==> config.mk <==
export PLATFORM = sky130hd
export DESIGN_NAME = cbor_item_skipper_unit_flat
export DESIGN_NICKNAME = d
export VERILOG_FILES = /design/src/sv/cbis_pkg.sv /design/src/sv/cbis_if.sv /design/src/sv/cbis_cell.sv /design/src/sv/cbis_stack.sv /design/src/sv/cbor_item_skipper_unit.sv /design/src/flat_wrapper.sv
export SDC_FILE = /design/constraint.sdc
export NUM_CORES = 2
export LEC_CHECK = 0
export BUFFER_PORTS_ARGS = -buffer_cell sky130_fd_sc_hd__buf_2
export CAP_MARGIN = 20
export CORE_MARGIN = 2
export CORE_UTILIZATION = 58
export DETAILED_ROUTE_END_ITERATION = 10
export PLACE_DENSITY = 0.74
export SLEW_MARGIN = 20
export SYNTH_ARGS = -nofsm -noshare
export SYNTH_HDL_FRONTEND = slang
export SYNTH_SLANG_ARGS = --single-unit
==> constraint.sdc <==
create_clock -name i_clk -period 7.2 [get_ports i_clk]
set_input_delay 1.08 -clock i_clk [delete_from_list [all_inputs] [get_ports i_clk]]
set_output_delay 1.08 -clock i_clk [all_outputs]
set_load 0.1 [all_outputs]
==> src/sv/cbis_pkg.sv <==
`timescale 1ns / 1ps
`default_nettype none
package cbis_pkg;
    localparam int MaxNestDepth = 16;
    localparam int CountW = 33;
    localparam int LenW = 32;

    localparam logic [2:0] ST_MORE    = 3'd0;
    localparam logic [2:0] ST_DONE    = 3'd1;
    localparam logic [2:0] ST_TRUNC   = 3'd2;
    localparam logic [2:0] ST_BAD     = 3'd3;
    localparam logic [2:0] ST_DEEP    = 3'd4;
    localparam logic [2:0] ST_IGNORED = 3'd5;

    localparam logic [2:0] MT_BSTR   = 3'd2;
    localparam logic [2:0] MT_TSTR   = 3'd3;
    localparam logic [2:0] MT_ARRAY  = 3'd4;
    localparam logic [2:0] MT_MAP    = 3'd5;
    localparam logic [2:0] MT_TAG    = 3'd6;
    localparam logic [2:0] MT_SIMPLE = 3'd7;

    localparam logic [4:0] AI_MASK        = 5'h1F;
    localparam logic [4:0] AI_SIMPLE_LO   = 5'd20;
    localparam logic [4:0] AI_SIMPLE_HI   = 5'd23;
    localparam logic [4:0] AI_ONE_BYTE    = 5'd24;
    localparam logic [4:0] AI_TWO_BYTES   = 5'd25;
    localparam logic [4:0] AI_FOUR_BYTES  = 5'd26;
    localparam logic [4:0] AI_EIGHT_BYTES = 5'd27;

    localparam logic [CountW-1:0] COUNT_MAX = {CountW{1'b1}};
    localparam logic [LenW-1:0] LEN_MAX = {LenW{1'b1}};

    typedef enum logic [1:0] {
        PH_IDLE, PH_HEAD, PH_ARG, PH_PAYLOAD
    } t_phase;

    // command from the control unit to every stack cell
    typedef struct packed {
        logic             clear;  // start of item: all levels closed
        logic             push;   // open a level at the top
        logic [CountW-1:0] count; // count for the pushed level
        logic             done;   // an element ended: decrement and unwind
    } t_stack_cmd;
endpackage
`default_nettype wire

==> src/sv/cbis_if.sv <==
`timescale 1ns / 1ps
`default_nettype none
interface cbis_in_if;
    logic       valid;
    logic       ready;
    logic       start_item;
    logic [7:0] data_byte;
    logic       end_of_buffer;
    modport source(output valid, start_item, data_byte, end_of_buffer, input ready);
    modport sink(input valid, start_item, data_byte, end_of_buffer, output ready);
endinterface

interface cbis_out_if;
    logic        valid;
    logic        ready;
    logic [2:0]  status;
    logic [31:0] consumed_bytes;
    modport source(output valid, status, consumed_bytes, input ready);
    modport sink(input valid, status, consumed_bytes, output ready);
endinterface
`default_nettype wire

==> src/sv/cbis_cell.sv <==
`timescale 1ns / 1ps
`default_nettype none
// One nesting level. Active cells form a contiguous prefix; the top is the
// active cell whose upper neighbor is inactive.
module cbis_cell (
    input  wire logic                    i_clk,
    input  wire logic                    i_rst_n,
    input  wire cbis_pkg::t_stack_cmd    i_cmd,
    input  wire logic                    i_below_act,  // lower neighbor active (1 for level 0)
    input  wire logic                    i_above_act,  // upper neighbor active
    input  wire logic                    i_above_pop,  // upper neighbor unwinds this cycle
    output logic                         o_act,
    output logic                         o_pop         // this level closes on done
);
    logic                              r_act;
    logic [cbis_pkg::CountW-1:0]       r_cnt;
    logic                              r_one;
    logic                              act_eff;
    logic                              is_top;
    logic                              dec;
    logic                              push_here;

    // a clear closes every level before a push in the same transfer
    assign act_eff = r_act && !i_cmd.clear;
    assign is_top = act_eff && !i_above_act;
    // decremented when it is the top, or the level above closes
    assign dec = i_cmd.done && act_eff && (is_top || i_above_pop);
    assign push_here = i_cmd.push && !act_eff && i_below_act;
    assign o_pop = dec && r_one;
    assign o_act = act_eff;

    always_ff @(posedge i_clk) begin
        if (!i_rst_n) begin
            r_act <= 1'b0;
        end else if (push_here) begin
            r_act <= 1'b1;
        end else if (i_cmd.clear || o_pop) begin
            r_act <= 1'b0;
        end
        if (push_here) begin
            r_cnt <= i_cmd.count;
            r_one <= (i_cmd.count == cbis_pkg::CountW'(1));
        end else if (dec) begin
            r_cnt <= r_cnt - cbis_pkg::CountW'(1);
            r_one <= (r_cnt == cbis_pkg::CountW'(2));
        end
    end
endmodule
`default_nettype wire

==> src/sv/cbis_stack.sv <==
`timescale 1ns / 1ps
`default_nettype none
module cbis_stack #(
    parameter int DEPTH = cbis_pkg::MaxNestDepth
) (
    input  wire logic                 i_clk,
    input  wire logic                 i_rst_n,
    input  wire cbis_pkg::t_stack_cmd i_cmd,
    output logic                      o_full,
    output logic                      o_unwound   // done empties the stack
);
    // act[g+1] is level g; act[0] stands below level 0
    logic [DEPTH:0]   act;
    logic [DEPTH-1:0] pop;

    assign act[0] = 1'b1;

    for (genvar g = 0; g < DEPTH; g++) begin : g_cell
        logic above_act;
        logic above_pop;
        if (g + 1 < DEPTH) begin : g_lnk
            assign above_act = act[g+2];
            assign above_pop = pop[g+1];
        end else begin : g_top
            assign above_act = 1'b0;
            assign above_pop = 1'b0;
        end
        cbis_cell u_cell (
            .i_clk(i_clk), .i_rst_n(i_rst_n), .i_cmd(i_cmd),
            .i_below_act(act[g]),
            .i_above_act(above_act),
            .i_above_pop(above_pop),
            .o_act(act[g+1]), .o_pop(pop[g])
        );
    end

    assign o_full = act[DEPTH];
    // empty stack, or bottom level closes
    assign o_unwound = !act[1] || pop[0];
endmodule
`default_nettype wire

==> src/sv/cbor_item_skipper_unit.sv <==
`timescale 1ns / 1ps
`default_nettype none
// CBOR item skipper: accepts one encoded byte per cycle, back to back, and
// returns one status per byte (needs more, complete, truncated, malformed,
// too deep, ignored) with the count of item bytes so far. A chain of
// MAX_NEST_DEPTH nesting cells with per-level count-is-one flags unwinds any
// number of closing containers in the cycle the closing byte is taken.
// Results sit in one output register; a stalled output blocks input.
module cbor_item_skipper_unit #(
    parameter int MAX_NEST_DEPTH = cbis_pkg::MaxNestDepth
) (
    input  wire logic i_clk,
    input  wire logic i_rst_n,
    cbis_in_if.sink   i_in,
    cbis_out_if.source o_out
);
    cbis_pkg::t_phase           r_phase, n_phase;
    logic [2:0]                 r_major, n_major;
    logic [63:0]                r_acc, n_acc;
    logic [3:0]                 r_argleft, n_argleft;
    logic [31:0]                r_payleft, n_payleft;
    logic [31:0]                r_off, n_off;
    logic                       r_ovalid;
    logic [2:0]                 r_status, n_status;
    logic [31:0]                r_cons;
    cbis_pkg::t_stack_cmd       cmd;
    logic                       full, unwound;
    logic                       xfer;

    logic [2:0]  major;
    logic [4:0]  ai;
    logic [31:0] off0;
    logic        act_en;      // act on an argument
    logic [2:0]  act_major;
    logic [63:0] act_arg;
    logic        elem_done;
    logic [2:0]  st;

    assign i_in.ready = !r_ovalid || o_out.ready;
    assign xfer = i_in.valid && i_in.ready;
    assign major = i_in.data_byte[7:5];
    assign ai = i_in.data_byte[4:0] & cbis_pkg::AI_MASK;

    cbis_stack #(.DEPTH(MAX_NEST_DEPTH)) u_stack (
        .i_clk(i_clk), .i_rst_n(i_rst_n), .i_cmd(cmd),
        .o_full(full), .o_unwound(unwound)
    );

    always_comb begin
        cbis_pkg::t_phase ph;
        ph = i_in.start_item ? cbis_pkg::PH_HEAD : r_phase;
        off0 = i_in.start_item ? 32'd0 : r_off;
        n_phase = r_phase;
        n_major = r_major;
        n_acc = r_acc;
        n_argleft = r_argleft;
        n_payleft = r_payleft;
        n_off = r_off;
        n_status = cbis_pkg::ST_MORE;
        cmd = '0;
        cmd.clear = xfer && i_in.start_item;
        act_en = 1'b0;
        act_major = r_major;
        act_arg = '0;
        elem_done = 1'b0;
        st = cbis_pkg::ST_MORE;
        if (ph == cbis_pkg::PH_IDLE) begin
            n_status = cbis_pkg::ST_IGNORED;
        end else begin
            n_off = (off0 == cbis_pkg::LEN_MAX) ? off0 : off0 + 32'd1;
            n_phase = ph;
            unique case (ph)
                cbis_pkg::PH_ARG: begin
                    n_acc = {r_acc[55:0], i_in.data_byte};
                    n_argleft = r_argleft - 4'd1;
                    act_en = (n_argleft == 4'd0);
                    act_arg = n_acc;
                end
                cbis_pkg::PH_PAYLOAD: begin
                    n_payleft = r_payleft - 32'd1;
                    elem_done = (n_payleft == 32'd0);
                end
                default: begin
                    if (major == cbis_pkg::MT_SIMPLE) begin
                        if (ai >= cbis_pkg::AI_SIMPLE_LO && ai <= cbis_pkg::AI_SIMPLE_HI) begin
                            elem_done = 1'b1;
                        end else if (ai >= cbis_pkg::AI_TWO_BYTES
                                     && ai <= cbis_pkg::AI_EIGHT_BYTES) begin
                            n_payleft = 32'd1 << (ai - cbis_pkg::AI_ONE_BYTE);
                            n_phase = cbis_pkg::PH_PAYLOAD;
                        end else begin
                            st = cbis_pkg::ST_BAD;
                        end
                    end else if (ai < cbis_pkg::AI_ONE_BYTE) begin
                        act_en = 1'b1;
                        act_major = major;
                        act_arg = {59'd0, ai};
                    end else if (ai <= cbis_pkg::AI_EIGHT_BYTES) begin
                        n_major = major;
                        n_acc = '0;
                        n_argleft = 4'd1 << (ai - cbis_pkg::AI_ONE_BYTE);
                        n_phase = cbis_pkg::PH_ARG;
                    end else begin
                        st = cbis_pkg::ST_BAD;
                    end
                end
            endcase
            if (act_en) begin
                case (act_major) inside
                    cbis_pkg::MT_BSTR, cbis_pkg::MT_TSTR: begin
                        if (act_arg == 64'd0) begin
                            elem_done = 1'b1;
                        end else begin
                            n_payleft = (act_arg[63:32] != 32'd0) ? cbis_pkg::LEN_MAX
                                                                  : act_arg[31:0];
                            n_phase = cbis_pkg::PH_PAYLOAD;
                        end
                    end
                    cbis_pkg::MT_ARRAY, cbis_pkg::MT_MAP, cbis_pkg::MT_TAG: begin
                        if (act_major != cbis_pkg::MT_TAG && act_arg == 64'd0) begin
                            elem_done = 1'b1;
                        end else if (full) begin
                            st = cbis_pkg::ST_DEEP;
                        end else begin
                            cmd.push = xfer;
                            n_phase = cbis_pkg::PH_HEAD;
                            if (act_major == cbis_pkg::MT_TAG) begin
                                cmd.count = cbis_pkg::CountW'(1);
                            end else if (act_major == cbis_pkg::MT_ARRAY) begin
                                cmd.count = (act_arg[63:33] != 31'd0) ? cbis_pkg::COUNT_MAX
                                                                      : act_arg[32:0];
                            end else begin
                                cmd.count = (act_arg[63:32] != 32'd0) ? cbis_pkg::COUNT_MAX
                                                                      : {act_arg[31:0], 1'b0};
                            end
                        end
                    end
                    default: elem_done = 1'b1;
                endcase
            end
            if (elem_done) begin
                cmd.done = xfer;
                n_phase = cbis_pkg::PH_HEAD;
                st = unwound ? cbis_pkg::ST_DONE : cbis_pkg::ST_MORE;
            end
            if (st != cbis_pkg::ST_MORE) begin
                n_phase = cbis_pkg::PH_IDLE;
            end else if (i_in.end_of_buffer) begin
                st = cbis_pkg::ST_TRUNC;
                n_phase = cbis_pkg::PH_IDLE;
            end
            n_status = st;
        end
    end

    always_ff @(posedge i_clk) begin
        if (!i_rst_n) begin
            r_phase <= cbis_pkg::PH_IDLE;
            r_ovalid <= 1'b0;
            r_off <= '0;
        end else begin
            if (xfer) begin
                r_phase <= n_phase;
                r_off <= n_off;
                r_ovalid <= 1'b1;
            end else if (o_out.ready) begin
                r_ovalid <= 1'b0;
            end
        end
        if (xfer) begin
            r_major <= n_major;
            r_acc <= n_acc;
            r_argleft <= n_argleft;
            r_payleft <= n_payleft;
            r_status <= n_status;
            r_cons <= (n_status == cbis_pkg::ST_IGNORED) ? 32'd0 : n_off;
        end
    end

    assign o_out.valid = r_ovalid;
    assign o_out.status = r_status;
    assign o_out.consumed_bytes = r_cons;
endmodule
`default_nettype wire

==> src/flat_wrapper.sv <==
// flat-port wrapper written by rule: the top's interface ports become plain ports
module cbor_item_skipper_unit_flat 
#(
    parameter int MAX_NEST_DEPTH = cbis_pkg::MaxNestDepth
)
  (i_clk, i_rst_n, i_in_valid, i_in_start_item, i_in_data_byte, i_in_end_of_buffer, i_in_ready, o_out_valid, o_out_status, o_out_consumed_bytes, o_out_ready);
  cbis_in_if i_in_i ();
  cbis_out_if o_out_i ();
  input  wire logic i_clk;
  input  wire logic i_rst_n;
  input wire logic [$bits(i_in_i.valid)-1:0] i_in_valid;
  input wire logic [$bits(i_in_i.start_item)-1:0] i_in_start_item;
  input wire logic [$bits(i_in_i.data_byte)-1:0] i_in_data_byte;
  input wire logic [$bits(i_in_i.end_of_buffer)-1:0] i_in_end_of_buffer;
  output wire logic [$bits(i_in_i.ready)-1:0] i_in_ready;
  output wire logic [$bits(o_out_i.valid)-1:0] o_out_valid;
  output wire logic [$bits(o_out_i.status)-1:0] o_out_status;
  output wire logic [$bits(o_out_i.consumed_bytes)-1:0] o_out_consumed_bytes;
  input wire logic [$bits(o_out_i.ready)-1:0] o_out_ready;
  assign i_in_i.valid = i_in_valid;
  assign i_in_i.start_item = i_in_start_item;
  assign i_in_i.data_byte = i_in_data_byte;
  assign i_in_i.end_of_buffer = i_in_end_of_buffer;
  assign i_in_ready = i_in_i.ready;
  assign o_out_valid = o_out_i.valid;
  assign o_out_status = o_out_i.status;
  assign o_out_consumed_bytes = o_out_i.consumed_bytes;
  assign o_out_i.ready = o_out_ready;
  cbor_item_skipper_unit #(.MAX_NEST_DEPTH(MAX_NEST_DEPTH)) u_core (.i_clk(i_clk), .i_rst_n(i_rst_n), .i_in(i_in_i), .o_out(o_out_i));
endmodule
# Word-level counts from Yosys, hierarchy flattened
# Index checks and enable logic that the tools add are counted.
totals:
  input_bits: 14
  out_inout_bits: 37
  reg_bits: 725
op_classes:
  n_reduce_logical: 213
  n_mux: 182
  n_eq_ne: 30
  n_addsub: 20
  shift: 2
  magnitude_cmp: 5
  bitwise: 5
ops:
  columns: ["cell", "count"]
  rows:
  - ["2-to-1 mux 33 bit", 36]
  - ["== test 33 x 2 -> 1 bit, second input constant", 16]
  - ["subtractor 33 x 1 -> 33 bit, second input constant", 16]
  - ["2-to-1 mux 32 bit", 10]
  - ["2-to-1 mux 34 bit", 5]
  - ["2-to-1 mux 56 bit", 3]
  - ["2-to-1 mux 64 bit", 2]
  - ["case mux 64 bit (2 select lines)", 1]
  - ["logical AND 1 bit", 115]
  - ["case mux 56 bit (2 select lines)", 1]
  - ["2-to-1 mux 1 bit", 79]
  - ["nonzero test 2 bit", 34]
  - ["logical NOT 64 bit", 1]
  - ["case mux 32 bit (2 select lines)", 1]
  - ["2-to-1 mux 3 bit", 18]
  - ["2-to-1 mux 2 bit", 18]
  - ["2-to-1 mux 35 bit", 1]
  - ["== test 33 x 1 -> 1 bit, second input constant", 1]
  - ["logical OR 1 bit", 33]
  - ["adder 32 x 1 -> 32 bit, second input constant", 1]
  - ["== test 32 bit, second input constant", 1]
  - ["logical NOT 32 bit", 1]
  - ["nonzero test 32 bit", 1]
  - ["left shift 1 x 5 -> 32 bit, first input constant", 1]
  - ["other kinds (26)", 61]

# Depth between registers and ports, before layout
logic_depth:
  ltp_word: 71
  depth_mapped: 15

# Cells and area by module
# Synthesis repeated with hierarchy kept, for this count alone.
hier_totals:
  cells_unflattened: 4995
  area_unflattened_um2: 47021.3
by_module_without_submodules:
  columns: ["module", "seq_area_each_um2", "area_per_inst_um2", "cells_per_inst", "instances"]
  rows:
  - ["cbis_cell (u_core.u_stack.g_cell[0].u_cell ...)", 1041.0, 2337.2, 241, 11]
  - ["cbis_cell (u_core.u_stack.g_cell[5].u_cell ...)", 1041.0, 2244.7, 243, 5]
  - ["cbor_item_skipper_unit", 4604.4, 10074.7, 1126, 1]
  - ["cbis_stack", 0.0, 13.8, 3, 1]

# Worst setup path after synthesis
# Ideal clock, no wire load.
synth_timing:
  kind: "input to register"
  from: "input port o_out_ready"
  to: "register u_core.u_stack.g_cell[6].u_cell.r_cnt[0] (netlist bit) (enable)"
  arrival_time_ns: 6.489
  setup_ns: 0.472
  stages: 10
  n_path_buf: 2
  slack_ns: 0.239
  cell_sequence: "nand2b_1 nand2_1 inv_1 nand2_1 inv_1 and3_1 clkbuf_1 buf_2 nand2_1 o21ai_0"
synth_between:
  elab_chain_cells: 35
  elab_cells_between_ends: 82
  cone_classes: "mux: 7; reduce/logical: 75"
synth_rtl:
  columns: ["element", "line", "text"]
  rows:
  - ["start: declaration", "flat_wrapper.sv:19", "input wire logic [$bits(o_out_i.ready)-1:0] o_out_ready;"]
  - ["logical OR 1 bit (*)", "cbor_item_skipper_unit.sv:39", "assign i_in.ready = !r_ovalid || o_out.ready;"]
  - ["logical AND 1 bit (*)", "cbor_item_skipper_unit.sv:40", "assign xfer = i_in.valid && i_in.ready;"]
  - ["logical AND 1 bit", "cbor_item_skipper_unit.sv:61", "cmd.clear = xfer && i_in.start_item;"]
  - ["logical NOT 1 bit", "cbis_cell.sv:24", "assign act_eff = r_act && !i_cmd.clear;"]
  - ["logical AND 1 bit", "cbis_cell.sv:24", null]
  - ["logical AND 1 bit (2 in series)", "cbis_cell.sv:27", "assign dec = i_cmd.done && act_eff && (is_top || i_above_pop);"]
  - ["logical AND 1 bit", "cbis_cell.sv:29", "assign o_pop = dec && r_one;"]
  - ["logical OR 1 bit", "cbis_cell.sv:27", null]
  - ["(+18 left out)", null, null]
  - ["logical AND 1 bit", "cbis_cell.sv:27", null]
  - ["logical AND 1 bit", "cbis_cell.sv:29", null]
  - ["logical OR 1 bit", "cbis_cell.sv:27", null]
  - ["logical AND 1 bit", "cbis_cell.sv:27", null]
  - ["logical AND 1 bit", "cbis_cell.sv:29", null]
  - ["logical OR 1 bit", "cbis_cell.sv:27", null]
  - ["logical AND 1 bit", "cbis_cell.sv:27", null]
  - ["nonzero test 2 bit (no line) (*)", null, null]
  - ["end signal: assignment", "cbis_cell.sv:41", "r_cnt <= i_cmd.count;"]
  - ["end signal: assignment", "cbis_cell.sv:44", "r_cnt <= r_cnt - cbis_pkg::CountW'(1);"]
  - ["end: declaration", "cbis_cell.sv:16", "logic [cbis_pkg::CountW-1:0] r_cnt;"]
# Every way passes the cells marked *; elsewhere a longest branch is shown, timed or not.
# A chain may end at the register's enable or synchronous reset.

# Final worst setup path
layout_timing:
  from: "input port i_in_start_item"
  to: "register u_core.u_stack.g_cell[9].u_cell.r_one, data pin"
layout_between:
  elab_chain_cells: 16
  elab_cells_between_ends: 43
  cone_classes: "eq/ne: 9; mux: 18; reduce/logical: 16"
layout_rtl:
  columns: ["element", "line", "text"]
  rows:
  - ["start: declaration", "flat_wrapper.sv:12", "input wire logic [$bits(i_in_i.start_item)-1:0] i_in_start_item;"]
  - ["2-to-1 mux 2 bit", "cbor_item_skipper_unit.sv:51", "ph = i_in.start_item ? cbis_pkg::PH_HEAD : r_phase;"]
  - ["== test 2 bit", "cbor_item_skipper_unit.sv:72", "unique case (ph)"]
  - ["case mux 64 bit (2 select lines) / OR reduction 2 bit (equally long branches)", null, null]
  - ["2-to-1 mux 64 bit / 2-to-1 mux 3 bit (equally long branches)", "cbor_item_skipper_unit.sv:67, cbor_item_skipper_unit.sv:72", null]
  - ["nonzero test 32 bit, or another cell as far along", "cbor_item_skipper_unit.sv:133", "cmd.count = (act_arg[63:32] != 32'd0) ? cbis_pkg::COUNT_MAX"]
  - ["2-to-1 mux 33 bit, or another cell as far along", "cbor_item_skipper_unit.sv:133", null]
  - ["2-to-1 mux 33 bit", "cbor_item_skipper_unit.sv:129", "end else if (act_major == cbis_pkg::MT_ARRAY) begin"]
  - ["2-to-1 mux 33 bit", "cbor_item_skipper_unit.sv:127", "if (act_major == cbis_pkg::MT_TAG) begin"]
  - ["2-to-1 mux 34 bit", "cbor_item_skipper_unit.sv:122", "end else if (full) begin"]
  - ["2-to-1 mux 34 bit", "cbor_item_skipper_unit.sv:120", "if (act_major != cbis_pkg::MT_TAG && act_arg == 64'd0) begin"]
  - ["2-to-1 mux 34 bit (2 in series)", "cbor_item_skipper_unit.sv:109", "case (act_major) inside"]
  - ["2-to-1 mux 34 bit", "cbor_item_skipper_unit.sv:108", "if (act_en) begin"]
  - ["2-to-1 mux 35 bit", "cbor_item_skipper_unit.sv:67", "if (ph == cbis_pkg::PH_IDLE) begin"]
  - ["== test 33 x 1 -> 1 bit", "cbis_cell.sv:42", "r_one <= (i_cmd.count == cbis_pkg::CountW'(1));"]
  - ["2-to-1 mux 1 bit (*)", "cbis_cell.sv:40", "if (push_here) begin"]
  - ["end signal: assignment", "cbis_cell.sv:42", null]
  - ["end signal: assignment", "cbis_cell.sv:45", "r_one <= (r_cnt == cbis_pkg::CountW'(2));"]
  - ["end: declaration", "cbis_cell.sv:17", "logic r_one;"]
# Every way passes the cells marked *; elsewhere a longest branch is shown, timed or not. The select of a mux whose other input is x is not followed.

==> impl_results.md <==
* Crit Path Category: in2reg
* FMAX at 193.1 MHz
* Core footprint at 0.07283 mm2
* Largest net degree at the start of global routing at 70
* Power per cell area at 197.4 mW/mm2
* Vias at 33.90k
* # resized after CTS at 0
* CTS sink cnt at 725
* TritonCTS Buffers at 79
* Max Cap Viol at 0
* Post-synthesis sequential area ratio at 49.83%
* Mapped Avg Cell Area at 9.628 um2
* Drt initial violations at 4304
* Crit path max fanout at 36
* Clk buf depth at 3
* Root buffer cell: clkbuf_16
* Routed wire per std cell at 21.07 um
* Number of I/O port buffers at 50
* Vias per inst at 6.259
* Final hold vios at 0
* Leading area contributor after synthesis: edfxtp_1
* Initial Util at 58.58%
* IO Pins at 51
* Post-synth top cells: edfxtp_1 (674), nand2_1 (605), nor2_1 (441), o21ai_0 (423), xnor2_1 (286)
* Final WL at 114200 um
* CTS tree: yes
* Post-DP Area at 0.04396 mm2
* Sequential standard cell area at 0.02126 mm2
* Area contributors post-synth: edfxtp_1 (47%), xnor2_1 (5.9%), nand2_1 (5.3%)
* Placed Instances at 5272
* Multi-input logic area at 0.02034 mm2
* Outcome: finished clean
* Synth Area in Compound Gates at 13.48%
* Synth top area share at 47.43%
* Number of synthesized flops with an enable pin at 674
* Tcrit/Tclk final at 71.93%
* Die width at 275.2 um
* Post-synthesis simple-gate area fraction at 21.31%
* CP Data Required Time at 7.54 ns
* First-pass detailed-route iteration total at 6
* Mapped Cells at 4432
* Post-Layout Cell Count at 5417
* # diodes at 0
* Routed Antenna Nets at 0
* All-Layer GR Usage at 29.63%
* Finish-stage setup viols at 0
* Hold Crit Class: reg2reg
* Number of remaining DRC errors at 0
* XOR/XNOR share of the synthesized area at 10.16%
* Mux cell area share after synthesis at 0.7419%
* Gpl congestion at 0.9418
* Slew at the pin closest to its max-slew limit at 1.061 ns
* Syn Nets at 4487
* Distinct cell type count after synthesis at 96
* Worst vdd ir at 0.2048 mV
* Initial antenna violation count at 0
* Die area at 0.07575 mm2
* Leak at 15.58 nW
* Synth Flop Type: edfxtp_1
* GR Overflow Total at 0
* Critical path launch point type: input port
* Vias in the first global route at 30.95k
* Post-Route Skew at 0.02797 ns
* Max-slew violations at 0
* RSZ-0062 raised after global routing: no
* Crit path DAT at 5.52 ns
* Design area at 0.04658 mm2
* Yosys reg bits at 725
* Synth async-reset ratio at 0%
* Critical Path Sink Type: flip-flop
* HPWL after DPL at 69190 um
* Minimum clock period at 5.179 ns
* Hold_buf cts at 0
* Final #Nets at 4450
* Share of layout cells above drive strength 1 at 7.986%
* Post-route setup TNS at 0 ns
* Postcts setup bufs at 0
* Post-synthesis adder-cell area fraction at 1.202%
* Relative slew slack at 29.11%
* Later-pin clock latency in the skew report at 0.64 ns
* Global-route wire length before repair at 174700 um
* Ys Warns at 0
* Die span in y at 275.2 um
* Netlist Area Pre-Place at 0.04267 mm2
* Main combinational cell family by area after synthesis: simple AND/OR/NAND/NOR gates
* H-tree depth at 3
* Fillers at 5780
* Clock Pin Slew Worst Setup and Hold Paths at 0.06 ns
* Area grow syn2layout at 9.169%
* Rows at 99
* Most frequent cell after synthesis: edfxtp_1
## stage by stage
step | setup slack, ns | utilization [%] | hold slack, ns | power [mW]
after global routing | 1.883 | 63.96 | 0.5221 | 9.415
after CTS | 2.071 | 63.92 | 0.4933 | 9.222
after detailed placement | 1.471 | 60.36 | 0.4657 | 5.096
after global placement | 1.555 | 60.36 | 0.4578 | 5.091
after floorplan | 0.2390 | - | 0.4389 | 4.979
final | 2.021 | 63.96 | 0.4925 | 9.193
## critical path, cell delays in order
cell and delay, ns:
buf_2 0.12, buf_4 0.20, nor2_1 0.10, buf_4 0.28, and2_1 0.25, buf_4 0.37
o22ai_1 0.15, nand4_2 0.20, nand4b_4 0.65, buf_4 0.47, a211o_1 0.28, buf_4 0.29
nand4_1 0.14, or3_2 0.70, mux2i_1 0.19
## cell usage in the layout, fill, tap and decap left out, types with 76 or more instances in the layout
master     instances
nor4_1           133
nand2_1          605
o21ai_0          422
clkbuf_16         80
buf_4             76
xnor2_1          286
a21oi_1          197
edfxtp_1         674
nor2_1           439
inv_1             89
xor2_1           209
nor3_1           192
## registers in the layout, summed over array words and instances (netlist names)
| signal | count |
|---|---|
| u_core.o_out.consumed_bytes | 32 |
| u_core.o_out.status | 3 |
| u_core.o_out.valid | 1 |
| u_core.r_acc | 56 |
| u_core.r_argleft | 4 |
| u_core.r_major | 3 |
| u_core.r_off | 32 |
| u_core.r_payleft | 32 |
| u_core.r_phase | 2 |
| u_core.u_stack.g_cell.u_cell.r_act | 16 |
| u_core.u_stack.g_cell.u_cell.r_cnt | 528 |
| u_core.u_stack.g_cell.u_cell.r_one | 16 |
## path summary, 6_finish.rpt
path / slack (ns) / from / endpoint / cells after the start
setup / recovery: 2.02 / i_in_start_item / u_core.u_stack.g_cell[9].u_cell.r_one / 15
hold / removal: 0.49 / u_core.r_off[1] / u_core.r_off[1] / 2
setup reg to reg: 2.20 / u_core.r_acc[47] / u_core.u_stack.g_cell[9].u_cell.r_one / 11
hold reg to reg: 0.49 / u_core.r_off[1] / u_core.r_off[1] / 2
## per-layer routing
metal	vias up	share of wire, %	track usage [%]
li1	16009	-	-
met1	16156	43	43.12
met2	1502	44	45.12
met3	237	9.7	4.097
met4	0	3.7	11.49
met5	-	0	0
## power by group
part	switching (mW)	internal [mW]	total (mW)
combinational	0.304	0.0913	0.395
sequential	0.0330	4.59	4.62
clock	1.73	2.45	4.18
total	2.07	7.13	9.19
## logic make-up (layout without fill, tap and decap cells)
family,after synthesis,count (layout)
simple gates,1863,1863
compound gates,954,954
flops,725,725
xor+xnor,495,495
buf+inv,335,361
fa+ha+maj,41,41
mux,19,19
## cell type report
cell class	instances	share of cell area, %
flip-flops and latches	725	45.64
multi-input cells	3372	43.67
clock buffers	99	4.472
well taps	959	2.576
repair buffers	127	1.821
clock inverters	45	1.091
inverters	90	0.7252
No activity file was read; power rests on OpenSTA's default activity.
